[src/hw/rtl/scfm_pkg.sv]
`timescale 1ns / 1ps
`default_nettype none

package scfm_pkg;

   localparam int BUFFER_DEPTH = 16;
   // write index counts up to and including the depth
   localparam int IDX_W = $clog2(BUFFER_DEPTH + 1);
   localparam int POS_W = $clog2(BUFFER_DEPTH);
   // positions that take part in frame comparison
   localparam int CMP_LEN = 10;

   localparam logic [7:0] CH_STAR  = 8'h2A;
   localparam logic [7:0] CH_HASH  = 8'h23;
   localparam logic [7:0] CH_D     = 8'h44;
   localparam logic [7:0] CH_R     = 8'h52;
   localparam logic [7:0] CH_E     = 8'h45;
   localparam logic [7:0] CH_Q     = 8'h51;
   localparam logic [7:0] CH_QMARK = 8'h3F;
   localparam logic [7:0] CH_EQ    = 8'h3D;
   localparam logic [7:0] CH_B     = 8'h42;

   localparam logic [1:0] CMD_NONE   = 2'd0;
   localparam logic [1:0] CMD_STATUS = 2'd1;
   localparam logic [1:0] CMD_D_REQ  = 2'd2;
   localparam logic [1:0] CMD_B_REQ  = 2'd3;

   localparam logic [1:0] CSR_UNIT_ID_FIRST  = 2'd0;
   localparam logic [1:0] CSR_UNIT_ID_SECOND = 2'd1;
   localparam logic [1:0] CSR_UNIT_ID_THIRD  = 2'd2;

   localparam logic [7:0] UNIT_ID_FIRST_RST  = 8'd49;
   localparam logic [7:0] UNIT_ID_SECOND_RST = 8'd50;
   localparam logic [7:0] UNIT_ID_THIRD_RST  = 8'd52;

   typedef struct packed {
      logic [7:0] rx_byte;
      logic       rx_error;
   } req_type;

   typedef struct packed {
      logic [1:0] command;
      logic       byte_stored;
   } rsp_type;

   typedef struct packed {
      logic [7:0] first;
      logic [7:0] second;
      logic [7:0] third;
   } unit_id_type;

   typedef logic [CMP_LEN-1:0][7:0] cmp_window_type;

endpackage

`default_nettype wire

[src/hw/rtl/scfm_classify.sv]
`timescale 1ns / 1ps
`default_nettype none

module scfm_classify (
   input  var scfm_pkg::cmp_window_type window,
   input  var scfm_pkg::unit_id_type    unit_id,
   output logic [1:0]                   command
);

   logic head_d;
   logic head_b;
   logic id_tail;

   assign head_d = window[0] == scfm_pkg::CH_STAR && window[1] == scfm_pkg::CH_HASH &&
                   window[2] == scfm_pkg::CH_D    && window[3] == scfm_pkg::CH_R &&
                   window[4] == scfm_pkg::CH_E    && window[5] == scfm_pkg::CH_Q;

   assign head_b = window[0] == scfm_pkg::CH_STAR && window[1] == scfm_pkg::CH_HASH &&
                   window[2] == scfm_pkg::CH_B    && window[3] == scfm_pkg::CH_R &&
                   window[4] == scfm_pkg::CH_E    && window[5] == scfm_pkg::CH_Q;

   assign id_tail = window[6] == scfm_pkg::CH_EQ && window[7] == unit_id.first &&
                    window[8] == unit_id.second && window[9] == unit_id.third;

   // first matching frame wins
   always_comb begin
      if (head_d && window[6] == scfm_pkg::CH_QMARK) begin
         command = scfm_pkg::CMD_STATUS;
      end else if (head_d && id_tail) begin
         command = scfm_pkg::CMD_D_REQ;
      end else if (head_b && id_tail) begin
         command = scfm_pkg::CMD_B_REQ;
      end else begin
         command = scfm_pkg::CMD_NONE;
      end
   end

endmodule

`default_nettype wire

[src/hw/rtl/serial_command_frame_matcher.sv]
// Serial command frame matcher.
// Request channel (req_valid / req_stall / req_payload) carries one received
// character with its error flag per transaction. A character with the error
// flag set is dropped and answered with command none, byte_stored 0. A good
// character is stored in a 16-byte frame buffer and the buffer head is
// compared with the status query, D request and B request frames; a match
// returns the command code and clears the buffer.
// Response channel (rsp_valid / rsp_stall / rsp_payload) returns exactly one
// result per request, in order.
// Order: a request enters the input register, then its result enters the
// result register. Throughput: one transaction per cycle unless rsp_stall.
// A stalled response holds; the input register keeps taking one more request
// and then raises req_stall until the response moves on.
// Configuration: csr_valid / csr_ready with csr_index and csr_data write the
// three unit id characters; csr_ready is always high, index 3 is ignored.
// Reset (synchronous, active high): buffer and write index cleared, unit id
// set to "124", both pipeline stages empty.
`timescale 1ns / 1ps
`default_nettype none

module serial_command_frame_matcher (
   input  var logic              clock,
   input  var logic              reset,
   input  var logic              req_valid,
   output logic                  req_stall,
   input  var scfm_pkg::req_type req_payload,
   output logic                  rsp_valid,
   input  var logic              rsp_stall,
   output scfm_pkg::rsp_type     rsp_payload,
   input  var logic              csr_valid,
   output logic                  csr_ready,
   input  var logic [1:0]        csr_index,
   input  var logic [7:0]        csr_data
);

   logic                          s1_valid_ff;
   logic                          s1_valid_in;
   scfm_pkg::req_type             s1_payload_ff;
   logic                          rsp_valid_ff;
   logic                          rsp_valid_in;
   scfm_pkg::rsp_type             rsp_payload_ff;
   scfm_pkg::rsp_type             rsp_payload_in;
   logic [scfm_pkg::BUFFER_DEPTH-1:0][7:0] frame_buffer_ff;
   logic [scfm_pkg::BUFFER_DEPTH-1:0][7:0] frame_buffer_in;
   logic [scfm_pkg::IDX_W-1:0]    write_index_ff;
   logic [scfm_pkg::IDX_W-1:0]    write_index_in;
   scfm_pkg::unit_id_type         unit_id_ff;

   logic                          advance;
   logic                          store;
   logic [scfm_pkg::POS_W-1:0]    wr_pos;
   scfm_pkg::cmp_window_type      window;
   logic [1:0]                    match_cmd;

   assign csr_ready   = 1'b1;
   assign advance     = !rsp_valid_ff || !rsp_stall;
   assign req_stall   = s1_valid_ff && !advance;
   assign rsp_valid   = rsp_valid_ff;
   assign rsp_payload = rsp_payload_ff;

   assign s1_valid_in  = (req_valid && !req_stall) || (s1_valid_ff && !advance);
   assign rsp_valid_in = advance ? s1_valid_ff : rsp_valid_ff;
   assign store        = s1_valid_ff && advance && !s1_payload_ff.rx_error;

   // restart at the frame start character or when the buffer is full
   always_comb begin
      if (s1_payload_ff.rx_byte == scfm_pkg::CH_STAR ||
          write_index_ff >= scfm_pkg::IDX_W'(scfm_pkg::BUFFER_DEPTH)) begin
         wr_pos = '0;
      end else begin
         wr_pos = write_index_ff[scfm_pkg::POS_W-1:0];
      end
   end

   // buffer head as it stands after this character is written
   always_comb begin
      for (int k = 0; k < scfm_pkg::CMP_LEN; k++) begin
         window[k] = (wr_pos == scfm_pkg::POS_W'(k)) ? s1_payload_ff.rx_byte
                                                     : frame_buffer_ff[k];
      end
   end

   scfm_classify u_classify (
      .window  (window),
      .unit_id (unit_id_ff),
      .command (match_cmd)
   );

   always_comb begin
      frame_buffer_in = frame_buffer_ff;
      write_index_in  = write_index_ff;
      if (store) begin
         write_index_in = scfm_pkg::IDX_W'(wr_pos) + scfm_pkg::IDX_W'(1);
         if (match_cmd != scfm_pkg::CMD_NONE) begin
            frame_buffer_in = '0;
         end else begin
            frame_buffer_in[wr_pos] = s1_payload_ff.rx_byte;
         end
      end
   end

   always_comb begin
      rsp_payload_in.byte_stored = !s1_payload_ff.rx_error;
      rsp_payload_in.command     = s1_payload_ff.rx_error ? scfm_pkg::CMD_NONE : match_cmd;
   end

   always_ff @(posedge clock) begin
      if (reset) begin
         s1_valid_ff     <= 1'b0;
         rsp_valid_ff    <= 1'b0;
         frame_buffer_ff <= '0;
         write_index_ff  <= '0;
         unit_id_ff      <= '{first:  scfm_pkg::UNIT_ID_FIRST_RST,
                              second: scfm_pkg::UNIT_ID_SECOND_RST,
                              third:  scfm_pkg::UNIT_ID_THIRD_RST};
      end else begin
         s1_valid_ff     <= s1_valid_in;
         rsp_valid_ff    <= rsp_valid_in;
         frame_buffer_ff <= frame_buffer_in;
         write_index_ff  <= write_index_in;
         if (csr_valid && csr_ready) begin
            case (csr_index)
               scfm_pkg::CSR_UNIT_ID_FIRST:  unit_id_ff.first  <= csr_data;
               scfm_pkg::CSR_UNIT_ID_SECOND: unit_id_ff.second <= csr_data;
               scfm_pkg::CSR_UNIT_ID_THIRD:  unit_id_ff.third  <= csr_data;
               default: ;
            endcase
         end
      end
   end

   // payload registers: hold while the stage does not move
   always_ff @(posedge clock) begin
      if (req_valid && !req_stall) begin
         s1_payload_ff <= req_payload;
      end
      if (advance) begin
         rsp_payload_ff <= rsp_payload_in;
      end
   end

endmodule

`default_nettype wire
[config.mk]
export PLATFORM = sky130hd
export DESIGN_NAME = serial_command_frame_matcher
export DESIGN_NICKNAME = d
export VERILOG_FILES = /design/src/hw/rtl/scfm_pkg.sv /design/src/hw/rtl/scfm_classify.sv /design/src/hw/rtl/serial_command_frame_matcher.sv
export SDC_FILE = /design/constraint.sdc
export NUM_CORES = 1
export LEC_CHECK = 0
export BUFFER_PORTS_ARGS = -buffer_cell sky130_fd_sc_hd__buf_2
export CAP_MARGIN = 15
export CORE_ASPECT_RATIO = 0.75
export CORE_MARGIN = 4
export CORE_UTILIZATION = 45
export CTS_BUF_LIST = sky130_fd_sc_hd__clkbuf_4
export DETAILED_ROUTE_END_ITERATION = 12
export RECOVER_POWER = 100
export SYNTH_ARGS = -nofsm -noshare
export SYNTH_HDL_FRONTEND = slang
export SYNTH_HIERARCHICAL = 1
export SYNTH_SLANG_ARGS = --single-unit
export TNS_END_PERCENT = 30
[constraint.sdc]
create_clock -name clock -period 5.05 [get_ports clock]
set_input_delay 0.2525 -clock clock [delete_from_list [all_inputs] [get_ports clock]]
set_output_delay 0.2525 -clock clock [all_outputs]
set_load 0.01 [all_outputs]
Yosys cells after proc, flatten, opt, wreduce, memory -nomap -nowiden
Cells that the tools add are included.
{ "word_totals": {"reg_bits": 171, "input_bits": 24, "word_cells": 106} }
{ "classes": {"n_addsub": 1, "order_cmp": 3, "n_eq_ne": 24, "mux": 18, "reduce_logical": 34} }
{ "op_table": {"columns": ["cell", "n"], "rows": [
  ["$bwmux 128", 1],
  ["$mux 128", 1],
  ["$mux 8", 11],
  ["$eq 8x6->1 const B", 5],
  ["$eq 8x7->1 const B", 5],
  ["$demux 8 s4", 1],
  ["$eq 8x8->1", 3],
  ["$logic_and 1x1->1", 20],
  ["$eq 4x3->1 const B", 4],
  ["$eq 4x2->1 const B", 2],
  ["$eq 4x4->1 const B", 2],
  ["$mux 2", 3],
  ["$reduce_and 2->1", 3],
  ["$add 4x1->5 const B", 1],
  ["$ge 5x5->1 const B", 1],
  ["$logic_not 1->1", 5],
  ["$lt 4x5->1 const B", 1],
  ["$eq 4x1->1 const B", 1],
  ["$ge 4x1->1 const B", 1],
  ["$logic_not 4->1", 1],
  ["$mux 4", 1],
  ["$logic_or 1x1->1", 3],
  ["$eq 2x1->1 const B", 1],
  ["$eq 2x2->1 const B", 1],
  ["2 further kinds", 2]
]} }

Longest topological paths before layout
{ "logic_depth": {"word_depth": 17, "depth_mapped": 21, "ltp_nobuf": 16} }

Cells and area by module
Netlist, hierarchy kept.
{ "modules_own_cells": {"columns": ["module", "instances", "cells_per_inst", "area_per_inst_um2", "seq_area_each_um2"], "rows": [
  ["serial_command_frame_matcher", 1, 497, 5549.1, 2582.5],
  ["scfm_classify", 1, 61, 454.2, 0.0]
]} }

Worst setup path before layout
No wires, ideal clock.
{ "synth_timing": {"kind": "register to register", "start": "register s1_payload_ff[7] (netlist name)", "end": "register frame_buffer_ff[10] (netlist name)", "setup_ns": 0.131, "t_arrival_ns": 4.274, "required_ns": 4.919, "slack_ns": 0.645, "path_stages_with_launch": 21, "n_path_buf": 5, "path_cell_list": "edfxtp_1 buf_2 nor4b_4 a21oi_1 and2_1 ha_1 buf_2 and3_1 buf_2 buf_6 mux2_4 xor2_1 nor4_1 nand4_1 nor4_1 o21a_1 or2_2 buf_1 a2111oi_2 nor3_2 o32ai_1"} }
{ "synth_rtl": {"columns": ["element", "line_no", "source"], "rows": [
  ["start: declaration", "serial_command_frame_matcher.sv:38", "scfm_pkg::req_type s1_payload_ff;"],
  ["start signal: assignment", "serial_command_frame_matcher.sv:135", "s1_payload_ff <= req_payload;"],
  ["end signal: assignment", "serial_command_frame_matcher.sv:119", "frame_buffer_ff <= frame_buffer_in;"],
  ["end: declaration", "serial_command_frame_matcher.sv:43", "logic [scfm_pkg::BUFFER_DEPTH-1:0][7:0] frame_buffer_ff;"]
]} }

==> flow_summary_export.csv <==
group,metric,value,unit
sta,setup_viol,0,
run_status,outcome,"complete, no violations",
synth,synthesis.nets,585,
drt,drt_iter0_markers,339,
clock_tree,clk_path_buf_depth,2,
place,dpl-instance-area,6380,sq um
synth,syn_area,6000,sq um
grt,grt.total_usage,21.5,%
sta,slew_violations,0,
drt,routed_wl,16.1,mm
drt,dr_wl_met3,935,um
clock_tree,htreeDepth,4,
layout,num-fill-cells,1189,
floorplanning,core,13000,sq um
synth,synth-edff-count,12,
clock_tree,postCtsSetupBuffers,0,
place,gp_congestion,0.851,
floorplanning,ioPinCount,30,
synth,synth_cell_types,61,
setup_path,cp-end-kind,"flip-flop",
drt,top_layer_used,"met4",
setup_path,critical_path_arrival,5.26,ns
layout,antenna_cells,0,
sta,post-route-worst-setup-slack,0.196,ns
layout,nets,638,
synth,yosysSeqAreaShare,43.0,%
grt,grt_pass1_vias,4559,
layout,multi_input_area,3160,sq um
grt,grt_overflow,0,
sta,slew_headroom,26.2,%
synth,postSynthAreaPerCell,10.8,sq um
grt,grt_max_degree,63,
drt,via_per_inst,5.75,
synth,synth-main-ff-cell,"dfxtp_1",
power_and_ir_drop,powerDensity,286,nW/um^2
setup_path,cp.required,5.46,ns
setup_path,crit_type,"reg -> reg",
layout,drive_gt1_share,28.0,%
floorplanning,die_h,108,um
clock_tree,cts_tree,"yes",
power_and_ir_drop,vdd_drop_max,0.167,mV
sta,skew,0.0163,ns
layout,design_area,6920,sq um
drt,num_vias,4574,
sta,post-route-period-util,96.1,%
floorplanning,rows,36,
place,io_buffer_count,28,
synth,ys_ff_latch,123,
place,dp_slack,0.0520,ns
sta,timing.hold.ws,0.166,ns
clock_tree,cts_made_buffers,17,
place,dpl.hpwl,11.1,mm
floorplanning,dieWidth,141,um
clock_tree,cts_num_sinks,123,
sta,max_freq,0.206,GHz
setup_path,worst_setup_path_start_kind,"flip-flop",
synth,ys_warn_count,6,
layout,area_growth_syn_to_layout,15.2,%
layout,ff_latch_area,2580,sq um
drt,antenna_left,0,
clock_tree,root_buffer,"clkbuf_4",
floorplanning,dieArea,15300,sq um
sta,fin_crit,4.85,ns
drt,route.detailed.drc,0,
grt,grt_pass1_wl,25.4,mm
drt,post_drt_wl_per_cell,20.3,um
run,cap_viol_max_count,0,
synth,async_flop_share,0,%
setup_path,cp_max_fo,16,
min_path,hold_path.class,"in -> reg",
sta,worst_slew_pin_slew,1.10,ns
sta,rsz0062_at_grt,"yes",
floorplanning,start_util,46.1,%
clock_tree,clk_pin_slew_worst_paths,0.12,ns
grt,antenna_found_initial,0,
drt,drt_first_pass_iters,5,
drt,wl_met1,8.13,mm
clock_tree,clk-insertion-delay-late,0.52,ns
sta,hold_viol,0,
synth,synthCells,558,
drt,wl_met2,6.85,mm
power_and_ir_drop,leakage,2.66,nW
==> path summary, 6_finish.rpt <==
check	start	slack, ns	depth (start not counted)	end
setup / recovery	s1_payload_ff[7]$_DFFE_PP_	0.20	16	frame_buffer_ff[4]$_SDFFE_PP0P_
hold / removal	rsp_stall	0.17	4	s1_valid_ff$_SDFF_PP0_
setup reg to reg	s1_payload_ff[7]$_DFFE_PP_	0.20	16	frame_buffer_ff[4]$_SDFFE_PP0P_
hold reg to reg	frame_buffer_ff[38]$_SDFFE_PP0P_	0.47	1	frame_buffer_ff[38]$_SDFFE_PP0P_
==> Yosys cell counts (all sizes together) (14+ instances only) <==
cell,n,share of area (%)
a22o,16,2.3
inv,32,2.0
o2bb2ai,28,4.2
a32o,16,2.7
buf,21,2.0
nand2,19,1.3
xor2,21,3.1
mux2i,14,2.3
mux2,80,15
o32ai,24,3.5
dfxtp,111,37
nor2,37,2.3
clkbuf,19,1.2
==> repair_timing <==
action	CTS	global route
gates resized for setup	0	8
endpoints found under the hold margin	24	0
endpoints found under the setup margin	0	80
hold buffers	18	0
==> routing by layer <==
layer | vias to the layer above | track usage [%]
met1 | 2231 | 32.1
met5 | - | 0
met4 | 0 | 4.73
met3 | 15 | 5.53
li1 | 2208 | -
met2 | 120 | 31.3
==> where the power goes <==
group	total, mW	leakage, nW	switching [mW]	internal (mW)
combinational	0.171	1.47	0.103	0.0678
sequential	1.02	1.02	0.0146	1.00
clock	0.790	0.172	0.396	0.394
total	1.98	2.66	0.514	1.47
==> placed cells by master (no fill, tap or decap), types with 4 or more instances in the layout <==
cell / instances
nand4_1: 4
mux2_4: 4
mux2i_1: 14
nor2b_1: 7
nand2_1: 16
mux2_2: 70
nor4_1: 8
nand3_1: 5
xnor2_1: 4
nand3b_1: 5
buf_4: 28
mux2_1: 6
nor4bb_1: 5
edfxtp_1: 12
xor2_1: 21
nor3_4: 4
nor3_1: 4
a32o_1: 16
nor4b_1: 4
clkbuf_4: 17
o2bb2ai_1: 26
clkbuf_1: 12
o32ai_1: 24
a21oi_1: 4
inv_1: 32
nor2_1: 37
dfxtp_1: 111
clkinv_2: 4
a22o_1: 16
a211o_1: 11
buf_2: 16
dlygate4sd3_1: 18
bufinv_16: 4
==> stage by stage <==
step	power [mW]	util, %	TNS [ns]	instances
3_5_place_dp	1.20	49.0	0	745
3_3_place_gp	1.20	49.0	0	745
5_1_grt	2.05	53.1	-0.162	795
6_report	1.98	53.1	0	795
4_1_cts	1.99	52.9	0	795
2_1_floorplan	1.14	-	0	558
==> worst max-delay path, stage by stage, from the launching register on <==
cell	delay, ns
edfxtp_1	0.45
nor4b_4	0.45
a21oi_1	0.24
and2_1	0.25
ha_1	0.23
buf_4	0.16
nand2_2	0.29
mux2_2	0.39
nor4_1	0.40
nand4_1	0.16
nor4_2	0.41
and2_1	0.20
buf_4	0.11
or2_2	0.20
nor2_1	0.14
o2bb2ai_1	0.35
a22o_1	0.29
==> state kept, by name, indices dropped and copies added, names as in the netlist <==
name             cells
write_index_ff       5
rsp_payload          3
unit_id_ff          24
rsp_valid            1
s1_payload_ff        9
frame_buffer_ff     80
s1_valid_ff          1
==> final cells by class <==
class | count | area share [%]
repair buffers | 74 | 7.45
multi-input cells | 363 | 45.7
clock buffers | 17 | 1.85
inverters | 32 | 1.74
flip-flops and latches | 123 | 37.3
well taps | 171 | 3.09
clock inverters | 15 | 2.84
==> logic make-up (layout without fill, tap and decap cells) <==
kind of cell    after synthesis  count (layout)  synth area share (%)
buf+inv                      72             138                  5.19
flops                       123             123                  43.0
mux                          94              94                  17.6
xor+xnor                     25              25                  3.65
fa+ha+maj                     3               3                 0.625
compound gates              116             116                  17.6
simple gates                124             124                  12.3
other cells                   1               1                0.0625
Power figures use the tool's default switching activity.
